## config.mk

```make
export PLATFORM = sky130hd
export DESIGN_NAME = multi_slot_software_timer_bank_top
export DESIGN_NICKNAME = d
export VERILOG_FILES = /design/src/tmrb_pkg.sv /design/src/multi_slot_software_timer_bank_top.sv /design/src/tmrb_front.sv /design/src/tmrb_back.sv
export VERILOG_INCLUDE_DIRS = /design/src /design/src/src
export SDC_FILE = /design/constraint.sdc
export NUM_CORES = 2
export LEC_CHECK = 0
export ABC_AREA = 1
export BUFFER_PORTS_ARGS = -buffer_cell sky130_fd_sc_hd__buf_2
export CAP_MARGIN = 5
export CELL_PAD_IN_SITES_DETAIL_PLACEMENT = 1
export CELL_PAD_IN_SITES_GLOBAL_PLACEMENT = 1
export CORE_MARGIN = 2
export CORE_UTILIZATION = 50
export CTS_CLUSTER_SIZE = 30
export DETAILED_ROUTE_END_ITERATION = 6
export PLACE_DENSITY_LB_ADDON = 0.1
export SETUP_SLACK_MARGIN = 0.2
export SLEW_MARGIN = 20
export SYNTH_ARGS = -nofsm -noshare
export SYNTH_HDL_FRONTEND = slang
export SYNTH_SLANG_ARGS = --single-unit
```

## constraint.sdc

```tcl
create_clock -name clk_i -period 7.6 [get_ports clk_i]
set_clock_uncertainty 0.15 [all_clocks]
set_input_delay 0.38 -clock clk_i [delete_from_list [all_inputs] [get_ports clk_i]]
set_output_delay 0.38 -clock clk_i [all_outputs]
set_load 0.02 [all_outputs]
```

## src/assert_macros.svh

```systemverilog
// Assertion macros used by the timer bank top level.
`ifndef ASSERT_MACROS_SVH
`define ASSERT_MACROS_SVH
`ifndef ASSERT_OFF
// Check an implication property on the rising clock edge, off during reset.
`define ASSERT_AT(lbl, clk, rstn, prop, msg) \
  lbl: assert property (@(posedge clk) disable iff (!rstn) prop) else $error(msg);
// Check that a condition never holds on the rising clock edge.
`define ASSERT_NEVER(lbl, clk, rstn, cond, msg) \
  lbl: assert property (@(posedge clk) disable iff (!rstn) !(cond)) else $error(msg);
`else
`define ASSERT_AT(lbl, clk, rstn, prop, msg)
`define ASSERT_NEVER(lbl, clk, rstn, cond, msg)
`endif
`endif

```

## src/tmrb_pkg.sv

```systemverilog
// Types, constants and helpers of the timer slot bank.
`default_nettype none
package tmrb_pkg;

  localparam int SLOTS   = 16;
  localparam int SLOT_W  = (SLOTS > 1) ? $clog2(SLOTS) : 1;
  localparam int MASK_W  = (SLOTS > 16) ? SLOTS : 16;
  localparam int QDEPTH  = 2;
  localparam int QPTR_W  = (QDEPTH > 1) ? $clog2(QDEPTH) : 1;
  localparam int QCNT_W  = $clog2(QDEPTH + 1);
  localparam logic [31:0] ALL_ONES_32 = 32'hFFFF_FFFF;

  typedef enum logic [1:0] {
    FUNC_RUN       = 2'd0,
    FUNC_START_ONE = 2'd1,
    FUNC_START_REP = 2'd2,
    FUNC_STOP      = 2'd3
  } func_e;

  typedef enum logic [1:0] {
    KIND_EXPIRED = 2'd0,
    KIND_SUMMARY = 2'd1,
    KIND_ACK     = 2'd2
  } kind_e;

  typedef enum logic [1:0] {
    BK_IDLE,
    BK_SCAN,
    BK_SUM
  } bk_state_e;

  // Classified command handed from the front to the back
  typedef struct packed {
    func_e              op;
    logic [3:0]         slot;
    logic [SLOT_W-1:0]  slot_idx;
    logic               in_range;
    logic [31:0]        interval;
    logic [31:0]        now;
  } cmd_t;

  // A wrap-safe difference is positive when nonzero with a clear sign bit
  function automatic logic is_positive(input logic [31:0] d);
    return (d != 32'd0) && !d[31];
  endfunction

endpackage
`default_nettype wire

```

## src/multi_slot_software_timer_bank_top.sv

```systemverilog
// Top level of the timer slot bank: front queue, back engine and checks.
//
// Input beats on the s_axis channel carry a command in tuser (run scan,
// start one-shot, start repeating, stop) and slot, interval and current time
// in tdata. The front queues up to two commands, so a beat is taken while
// the back is still busy. Results leave on m_axis from one output register.
// A start or stop gives one acknowledge beat, passed through the queue and
// the output register. A run latches the time and scans one slot per cycle
// over all slots while no due slot waits on a full output register, emitting
// an expiry beat for each due slot, then a summary beat with tlast. The back
// takes no new command until that summary is sent, and takes one start or
// stop per cycle while the receiver accepts every beat.
// A stalled receiver holds the output register; the scan then waits on the
// next due slot and the queue fills, after which s_axis_tready drops.
// Reset disarms every slot, clears the latched time to zero and empties the
// queue; slot tables hold no value until a start writes them.
`default_nettype none
`include "assert_macros.svh"
module multi_slot_software_timer_bank_top (
  input  wire logic        clk_i,
  input  wire logic        rst_ni,
  input  wire logic        s_axis_tvalid,
  output logic             s_axis_tready,
  // [1:0] func
  input  wire logic [1:0]  s_axis_tuser,
  // [3:0] slot, [35:4] interval, [67:36] now_ticks, [71:68] zero
  input  wire logic [71:0] s_axis_tdata,
  output logic             m_axis_tvalid,
  input  wire logic        m_axis_tready,
  // [1:0] kind
  output logic [1:0]       m_axis_tuser,
  // [3:0] slot_index, [35:4] ticks_to_next, [51:36] active_mask, [55:52] zero
  output logic [55:0]      m_axis_tdata,
  output logic             m_axis_tlast
);

  tmrb_pkg::cmd_t cmd;
  logic           cmd_valid, cmd_pop;
  logic [3:0]     out_slot;
  logic [31:0]    out_ticks;
  logic [15:0]    out_mask;

  tmrb_front u_front (
    .clk_i         (clk_i),
    .rst_ni        (rst_ni),
    .in_valid_i    (s_axis_tvalid),
    .in_ready_o    (s_axis_tready),
    .in_func_i     (s_axis_tuser),
    .in_slot_i     (s_axis_tdata[3:0]),
    .in_interval_i (s_axis_tdata[35:4]),
    .in_now_i      (s_axis_tdata[67:36]),
    .cmd_valid_o   (cmd_valid),
    .cmd_o         (cmd),
    .cmd_pop_i     (cmd_pop)
  );

  tmrb_back u_back (
    .clk_i       (clk_i),
    .rst_ni      (rst_ni),
    .cmd_valid_i (cmd_valid),
    .cmd_i       (cmd),
    .cmd_pop_o   (cmd_pop),
    .out_valid_o (m_axis_tvalid),
    .out_ready_i (m_axis_tready),
    .out_kind_o  (m_axis_tuser),
    .out_slot_o  (out_slot),
    .out_ticks_o (out_ticks),
    .out_mask_o  (out_mask),
    .out_last_o  (m_axis_tlast)
  );

  // Pack the result beat
  assign m_axis_tdata = {4'd0, out_mask, out_ticks, out_slot};

  // Only expiry beats leave tlast low
  `ASSERT_AT(a_last_kind, clk_i, rst_ni, m_axis_tvalid |-> (m_axis_tlast == (m_axis_tuser != tmrb_pkg::KIND_EXPIRED)), "tlast does not match result kind")
  // Ticks field is zero outside summary beats
  `ASSERT_AT(a_ticks_zero, clk_i, rst_ni, (m_axis_tvalid && m_axis_tuser != tmrb_pkg::KIND_SUMMARY) |-> (m_axis_tdata[35:4] == 32'd0), "ticks set outside summary")
  // The back never pops an empty queue
  `ASSERT_NEVER(a_pop_empty, clk_i, rst_ni, cmd_pop && !cmd_valid, "command popped from empty queue")

endmodule
`default_nettype wire

```

## src/tmrb_front.sv

```systemverilog
// Front end: accepts beats, classifies them and queues commands for the back.
`default_nettype none
module tmrb_front (
  input  wire logic          clk_i,
  input  wire logic          rst_ni,
  input  wire logic          in_valid_i,
  output logic               in_ready_o,
  input  wire logic [1:0]    in_func_i,
  input  wire logic [3:0]    in_slot_i,
  input  wire logic [31:0]   in_interval_i,
  input  wire logic [31:0]   in_now_i,
  output logic               cmd_valid_o,
  output tmrb_pkg::cmd_t     cmd_o,
  input  wire logic          cmd_pop_i
);

  tmrb_pkg::cmd_t                  q_mem [tmrb_pkg::QDEPTH];
  logic [tmrb_pkg::QPTR_W-1:0]     wr_ptr_q, wr_ptr_d;
  logic [tmrb_pkg::QPTR_W-1:0]     rd_ptr_q, rd_ptr_d;
  logic [tmrb_pkg::QCNT_W-1:0]     cnt_q, cnt_d;
  tmrb_pkg::cmd_t                  cls;
  logic                            push, pop;

  // Classify the incoming beat
  always_comb begin
    cls.op       = tmrb_pkg::func_e'(in_func_i);
    cls.slot     = in_slot_i;
    cls.slot_idx = tmrb_pkg::SLOT_W'(in_slot_i);
    cls.in_range = (32'(in_slot_i) < 32'(tmrb_pkg::SLOTS));
    cls.interval = in_interval_i;
    cls.now      = in_now_i;
  end

  assign in_ready_o  = (cnt_q != tmrb_pkg::QCNT_W'(tmrb_pkg::QDEPTH));
  assign push        = in_valid_i && in_ready_o;
  assign cmd_valid_o = (cnt_q != '0);
  assign pop         = cmd_pop_i && cmd_valid_o;
  assign cmd_o       = q_mem[rd_ptr_q];

  // Advance pointers and fill count
  always_comb begin
    wr_ptr_d = wr_ptr_q;
    rd_ptr_d = rd_ptr_q;
    cnt_d    = cnt_q;
    if (push) begin
      wr_ptr_d = (wr_ptr_q == tmrb_pkg::QPTR_W'(tmrb_pkg::QDEPTH - 1)) ?
                 '0 : tmrb_pkg::QPTR_W'(wr_ptr_q + 1'b1);
    end
    if (pop) begin
      rd_ptr_d = (rd_ptr_q == tmrb_pkg::QPTR_W'(tmrb_pkg::QDEPTH - 1)) ?
                 '0 : tmrb_pkg::QPTR_W'(rd_ptr_q + 1'b1);
    end
    if (push && !pop) begin
      cnt_d = tmrb_pkg::QCNT_W'(cnt_q + 1'b1);
    end else if (!push && pop) begin
      cnt_d = tmrb_pkg::QCNT_W'(cnt_q - 1'b1);
    end
  end

  always_ff @(posedge clk_i or negedge rst_ni) begin
    if (!rst_ni) begin
      wr_ptr_q <= '0;
      rd_ptr_q <= '0;
      cnt_q    <= '0;
    end else begin
      wr_ptr_q <= wr_ptr_d;
      rd_ptr_q <= rd_ptr_d;
      cnt_q    <= cnt_d;
    end
  end

  // Store the queued command
  always_ff @(posedge clk_i) begin
    if (push) begin
      q_mem[wr_ptr_q] <= cls;
    end
  end

endmodule
`default_nettype wire

```

## src/tmrb_back.sv

```systemverilog
// Back end: executes commands, scans slots and drives the result register.
`default_nettype none
module tmrb_back (
  input  wire logic          clk_i,
  input  wire logic          rst_ni,
  input  wire logic          cmd_valid_i,
  input  wire tmrb_pkg::cmd_t cmd_i,
  output logic               cmd_pop_o,
  output logic               out_valid_o,
  input  wire logic          out_ready_i,
  output logic [1:0]         out_kind_o,
  output logic [3:0]         out_slot_o,
  output logic [31:0]        out_ticks_o,
  output logic [15:0]        out_mask_o,
  output logic               out_last_o
);

  localparam logic [tmrb_pkg::SLOT_W-1:0] LastIdx = tmrb_pkg::SLOT_W'(tmrb_pkg::SLOTS - 1);

  tmrb_pkg::bk_state_e          state_q, state_d;
  logic [tmrb_pkg::SLOTS-1:0]   armed_q, armed_d;
  logic [tmrb_pkg::SLOTS-1:0]   periodic_q;
  logic [31:0]                  expiry_q [tmrb_pkg::SLOTS];
  logic [31:0]                  period_q [tmrb_pkg::SLOTS];
  logic [31:0]                  now_q, now_d;
  logic [31:0]                  best_q, best_d;
  logic [tmrb_pkg::SLOT_W-1:0]  idx_q, idx_d;

  logic                         out_valid_q;
  logic [1:0]                   out_kind_q;
  logic [3:0]                   out_slot_q;
  logic [31:0]                  out_ticks_q;
  logic [15:0]                  out_mask_q;
  logic                         out_last_q;

  logic                         out_free, advance, due;
  logic [31:0]                  exp_rd, per_rd, d_cur, reload, d_rel;
  logic                         emit, emit_last;
  tmrb_pkg::kind_e              emit_kind;
  logic [3:0]                   emit_slot;
  logic [31:0]                  emit_ticks;
  logic [tmrb_pkg::MASK_W-1:0]  mask_wide;
  logic                         we_exp, we_cfg;
  logic [tmrb_pkg::SLOT_W-1:0]  wr_idx;
  logic [31:0]                  exp_wdata;

  // Read the slot under scan and form its differences
  assign exp_rd   = expiry_q[idx_q];
  assign per_rd   = period_q[idx_q];
  assign d_cur    = exp_rd - now_q;
  assign reload   = exp_rd + per_rd;
  assign d_rel    = reload - now_q;
  assign due      = armed_q[idx_q] && !tmrb_pkg::is_positive(d_cur);
  assign out_free = !out_valid_q || out_ready_i;
  assign advance  = !due || out_free;
  assign mask_wide = tmrb_pkg::MASK_W'(armed_d);

  // Next state
  always_comb begin
    state_d = state_q;
    case (state_q)
      tmrb_pkg::BK_IDLE: begin
        if (cmd_valid_i && cmd_i.op == tmrb_pkg::FUNC_RUN) begin
          state_d = tmrb_pkg::BK_SCAN;
        end
      end
      tmrb_pkg::BK_SCAN: begin
        if (advance && idx_q == LastIdx) begin
          state_d = tmrb_pkg::BK_SUM;
        end
      end
      tmrb_pkg::BK_SUM: begin
        if (out_free) begin
          state_d = tmrb_pkg::BK_IDLE;
        end
      end
      default: state_d = tmrb_pkg::BK_IDLE;
    endcase
  end

  // Command execution, slot updates and result selection
  always_comb begin
    cmd_pop_o  = 1'b0;
    armed_d    = armed_q;
    now_d      = now_q;
    best_d     = best_q;
    idx_d      = idx_q;
    emit       = 1'b0;
    emit_kind  = tmrb_pkg::KIND_ACK;
    emit_slot  = 4'd0;
    emit_ticks = 32'd0;
    emit_last  = 1'b0;
    we_exp     = 1'b0;
    we_cfg     = 1'b0;
    wr_idx     = idx_q;
    exp_wdata  = reload;
    case (state_q)
      tmrb_pkg::BK_IDLE: begin
        if (cmd_valid_i) begin
          if (cmd_i.op == tmrb_pkg::FUNC_RUN) begin
            cmd_pop_o = 1'b1;
            now_d     = cmd_i.now;
            best_d    = tmrb_pkg::ALL_ONES_32;
            idx_d     = '0;
          end else if (out_free) begin
            cmd_pop_o = 1'b1;
            emit      = 1'b1;
            emit_kind = tmrb_pkg::KIND_ACK;
            emit_slot = cmd_i.slot;
            emit_last = 1'b1;
            wr_idx    = cmd_i.slot_idx;
            exp_wdata = now_q + cmd_i.interval;
            if (cmd_i.in_range) begin
              if (cmd_i.op == tmrb_pkg::FUNC_STOP) begin
                armed_d[cmd_i.slot_idx] = 1'b0;
              end else begin
                armed_d[cmd_i.slot_idx] = 1'b1;
                we_exp = 1'b1;
                we_cfg = 1'b1;
              end
            end
          end
        end
      end
      tmrb_pkg::BK_SCAN: begin
        if (advance) begin
          if (idx_q != LastIdx) begin
            idx_d = tmrb_pkg::SLOT_W'(idx_q + 1'b1);
          end
          if (armed_q[idx_q] && tmrb_pkg::is_positive(d_cur) && d_cur < best_q) begin
            best_d = d_cur;
          end
          if (due) begin
            emit      = 1'b1;
            emit_kind = tmrb_pkg::KIND_EXPIRED;
            emit_slot = 4'(idx_q);
            if (periodic_q[idx_q]) begin
              we_exp = 1'b1;
              if (tmrb_pkg::is_positive(d_rel) && d_rel < best_q) begin
                best_d = d_rel;
              end
            end else begin
              armed_d[idx_q] = 1'b0;
            end
          end
        end
      end
      tmrb_pkg::BK_SUM: begin
        if (out_free) begin
          emit       = 1'b1;
          emit_kind  = tmrb_pkg::KIND_SUMMARY;
          emit_ticks = best_q;
          emit_last  = 1'b1;
        end
      end
      default: begin
        emit = 1'b0;
      end
    endcase
  end

  // Control state
  always_ff @(posedge clk_i or negedge rst_ni) begin
    if (!rst_ni) begin
      state_q     <= tmrb_pkg::BK_IDLE;
      armed_q     <= '0;
      now_q       <= '0;
      out_valid_q <= 1'b0;
    end else begin
      state_q <= state_d;
      armed_q <= armed_d;
      now_q   <= now_d;
      if (emit) begin
        out_valid_q <= 1'b1;
      end else if (out_ready_i) begin
        out_valid_q <= 1'b0;
      end
    end
  end

  // Scan registers and result payload
  always_ff @(posedge clk_i) begin
    best_q <= best_d;
    idx_q  <= idx_d;
    if (emit) begin
      out_kind_q  <= emit_kind;
      out_slot_q  <= emit_slot;
      out_ticks_q <= emit_ticks;
      out_mask_q  <= mask_wide[15:0];
      out_last_q  <= emit_last;
    end
  end

  // Slot tables
  always_ff @(posedge clk_i) begin
    if (we_exp) begin
      expiry_q[wr_idx] <= exp_wdata;
    end
    if (we_cfg) begin
      period_q[wr_idx]   <= cmd_i.interval;
      periodic_q[wr_idx] <= (cmd_i.op == tmrb_pkg::FUNC_START_REP);
    end
  end

  assign out_valid_o = out_valid_q;
  assign out_kind_o  = out_kind_q;
  assign out_slot_o  = out_slot_q;
  assign out_ticks_o = out_ticks_q;
  assign out_mask_o  = out_mask_q;
  assign out_last_o  = out_last_q;

endmodule
`default_nettype wire
```

==> tab_implementation.tex <==
\begin{tabular}{lr}
\hline
Metric & Value \\
\hline
\multicolumn{2}{l}{\textbf{Outcome}} \\
Result of the run & finished clean \\
\multicolumn{2}{l}{\textbf{Timing}} \\
Clock period minus final worst setup slack & 7.271 ns \\
Number of max-slew violations in the final report & 0 \\
Normalized max-slew margin & 17.15\% \\
Max frequency & 0.1375 GHz \\
Worst hold-check slack & between 0.08 and 0.09 ns \\
Unrepaired setup endpoints after global routing & no \\
Setup Viol. Count Final & 0 \\
Final worst-path cycle share & 95.67\% \\
Final hold viol count & 0 \\
Slew at the pin closest to its max-slew limit & between 1 and 1.5 ns \\
\multicolumn{2}{l}{\textbf{CTS}} \\
Worst skew pair latency & between 0.8 and 0.9 ns \\
Total clock buffers created by CTS & 140 \\
Cell at the root of the clock tree & clkbuf\_16 \\
Count of H-tree levels built during CTS & 4 \\
TritonCTS Sinks & around 1,300 \\
Clock input transition at the sequential cells of the worst setup and hold paths & around 0.07 ns \\
TritonCTS clock tree & done \\
Number of buffers on the longest clock path & 3 \\
\multicolumn{2}{l}{\textbf{GRT}} \\
First-pass GRT wire length & between 300,000 and 400,000 microns \\
Fraction of met2 tracks used by global routing & a little under three fifths \\
Largest net degree at the start of global routing & 77 \\
Via count of the first global-routing pass & just under 50,000 \\
Global-route met3 utilization & under 10\% \\
Remaining global-route overflow & 0 \\
Global router's overall resource usage & $\sim$34\% \\
Most used routing layer & met2 \\
Met1 track demand over resource in global routing & 45.52\% \\
Number of antenna violations at the first check in global routing & 6 \\
\multicolumn{2}{l}{\textbf{Synthesis}} \\
Cell taking the most area after synthesis & edfxtp\_1 \\
Number of different library cells in the post-synthesis netlist & 56 \\
Seq/Total Area, Yosys & a little under two thirds \\
Number of cells produced by synthesis & around 5,700 \\
Cell types with the largest area share after synthesis & edfxtp\_1, o21ai\_0, nand2\_1 \\
Async set-reset flop share out of synthesis & under 10\% \\
Cell area after synthesis & between 60,000 and 70,000 sq um \\
Number of synthesized flops with an enable pin & between 1,000 and 1,500 \\
Share of the synthesized area in the top cell type & approximately three fifths \\
Dominant synthesized flop cell & edfxtp\_1 \\
Yosys reg bits & 1,330 \\
Per-instance average area after synthesis & around 11 sq um \\
Synthesis Warnings & 0 \\
\multicolumn{2}{l}{\textbf{Layout}} \\
Area taken by multi-input logic gates & approximately 20,000 sq um \\
Top library cells by usage in the layout, fill and taps aside & edfxtp\_1, nand2\_1, nor2\_1 \\
Area taken by flip-flops and latches & approximately 40,000 sq um \\
Share of cells above drive strength 1 & 14.06\% \\
Layout fillers & 12,842 \\
Area Growth Syn to Fin & 18.43\% \\
Final Net Count & about 6,400 \\
Most frequent standard cell in the layout excluding fill and tap cells & edfxtp\_1 \\
\multicolumn{2}{l}{\textbf{Floorplan}} \\
Die area & 126,900 sq um \\
Number of ports placed on the die boundary & 139 \\
Core area & roughly 120,000 sq um \\
Y dimension of the die & roughly 360 microns \\
Initial Util & roughly 50\% \\
Cell Rows & around 130 \\
Die Wd & approximately 360 microns \\
\multicolumn{2}{l}{\textbf{Critical path}} \\
Crit path required time & around 8.0 ns \\
Critical path endpoint category & flop \\
Cell mode on critical path & buf\_4 \\
Crit path launch type & flop \\
Data arrival time of the critical path & between 7 and 8 ns \\
Number of buffer and inverter stages on the critical path & 11 \\
Stage delay of the slowest cell on the critical path & between 0.4 and 0.5 ns \\
Max FO, Critical Path & 29 \\
Category of cells accounting for the largest share of critical-path delay & simple AND/OR/NAND/NOR gates \\
Standard cell with the maximum stage delay on the critical path & fa\_2 \\
CP Class & flop to flop \\
\multicolumn{2}{l}{\textbf{Routing}} \\
Total iterations of the first detailed-routing run & 6 \\
Count of unresolved DRC violations after routing & 0 \\
Detailed-route vias per instance & about 6.2 \\
Post-DR wirelength/cell & 28.41 microns \\
Total wire length after detailed routing & $\sim$220,000 microns \\
DRT iter0 DRCs & 5,557 \\
Overall via count from detail\_route & $\sim$49,000 \\
DRT antenna net count & 0 \\
\multicolumn{2}{l}{\textbf{Placement}} \\
Detailed placer's ending HPWL & 141,000 microns \\
Final GP Congestion & 0.9698 \\
\# port buffers & 130 \\
\multicolumn{2}{l}{\textbf{Run}} \\
Max capacitance violation total & 0 \\
\multicolumn{2}{l}{\textbf{Hold path}} \\
Worst min-delay path category & input pin to flop \\
\hline
\end{tabular}
## layout make-up
type,instances,share of cell area (%)
Sequential cell,1330,53.94
Multi-Input combinational cell,3630,27.67
Clock inverter,74,1.326
Timing Repair inverter,3,0.04597
Clock buffer,176,5.048
Timing Repair Buffer,526,6.616
Antenna cell,3,0.01022
Inverter,492,2.559
Tap cell,1637,2.787
## kinds of logic (layout without fill, tap and decap cells)
logic type	Yosys count	count (layout)	share of synthesized area, %
AND/OR/NAND/NOR	2002	2002	13.14
AO/OA/AOI/OAI	1333	1333	12.75
flip-flops	1330	1330	63.85
buffers and inverters	766	1271	4.761
adder cells (fa/ha/maj)	199	199	4.061
XOR/XNOR	59	59	0.8328
multiplexers	33	33	0.5948
other	1	7	0.006043
## synthesized netlist by cell type, drive strengths merged (12+ instances only)
library cell,instances
edfxtp,1271
nand2,853
nor2,792
o21ai,698
inv,488
nand3,248
clkbuf,237
a21oi,199
ha,195
o221ai,181
o211ai,107
o22ai,76
dfrtp,55
nand4,49
xor2,40
buf,37
nor3,33
mux2,31
xnor2,19
o21bai,17
nand3b,13
a21o,12
## worst min-delay path: cells and delay by family
family        cells  cell delay, ns
simple gates      3            0.35
buf+inv           2            0.26
## repair_timing
| item | 4_1_cts | 5_1_grt |
|---|---|---|
| pin swaps | 1 | 49 |
| buffers inserted | 2 | 23 |
| setup endpoints to repair | 32 | 32 |
| gates resized for setup | 20 | 192 |
| gates cloned | 2 | 18 |
| hold endpoints to repair | 197 | 0 |
| hold buffers | 72 | 0 |
## metal layers
layer  wire length [microns]  vias up
li1                        -    21283
met1                   90940    24631
met2                  106900     2118
met3                   16360      467
met4                    9385        2
met5                      28        -
## registers in the layout (all words and copies together) (netlist names), named ones only
name and flops:
u_back.period_q 512, u_front.cnt_q 2, u_front.rd_ptr_q 1, u_back.expiry_q 512, u_front.q_mem 140, u_back.now_q 32, u_front.wr_ptr_q 1, u_back.armed_q 16
u_back.best_q 32, u_back.out_kind_o 2, u_back.idx_q 4, u_back.periodic_q 16, u_back.state_q 2, u_back.out_ticks_o 32, u_back.out_slot_o 4, u_back.out_valid_o 1
u_back.out_last_o 1, u_back.out_mask_o 16
## path summary, 6_finish.rpt
path / from / end / slack, ns / cells after the start
worst max-delay path: flop / u_back.best_q[0] / 0.33 / 43
worst min-delay path: s_axis_tvalid / u_front.wr_ptr_q / 0.09 / 5
worst max register to register: flop / u_back.best_q[0] / 0.33 / 43
worst min register to register: u_back.armed_q[9] / u_back.armed_q[9] / 0.35 / 2
max in group asynchronous: rst_ni / u_front.rd_ptr_q / 6.54 / 3
min in group asynchronous: rst_ni / u_back.now_q[4] / 0.16 / 3
## per-stage QoR
| step | worst slack, ns | setup TNS [ns] | instances | util (%) | cell area, sq um |
|---|---|---|---|---|---|
| floorplan | 0.5536 | 0 | 5726 | - | 62060 |
| global placement | 0.1847 | 0 | 7501 | 53.88 | 66530 |
| detailed placement | -0.03884 | -0.3987 | 7501 | 53.88 | 66530 |
| CTS | 0.2097 | 0 | 7827 | 58.40 | 72100 |
| global route | 0.06909 | 0 | 7869 | 59.51 | 73490 |
| finish | 0.3291 | 0 | 7871 | 59.52 | 73490 |
Power is not shown: default switching activity piles up to over one toggle a cycle in this logic, so the estimate is an artifact.
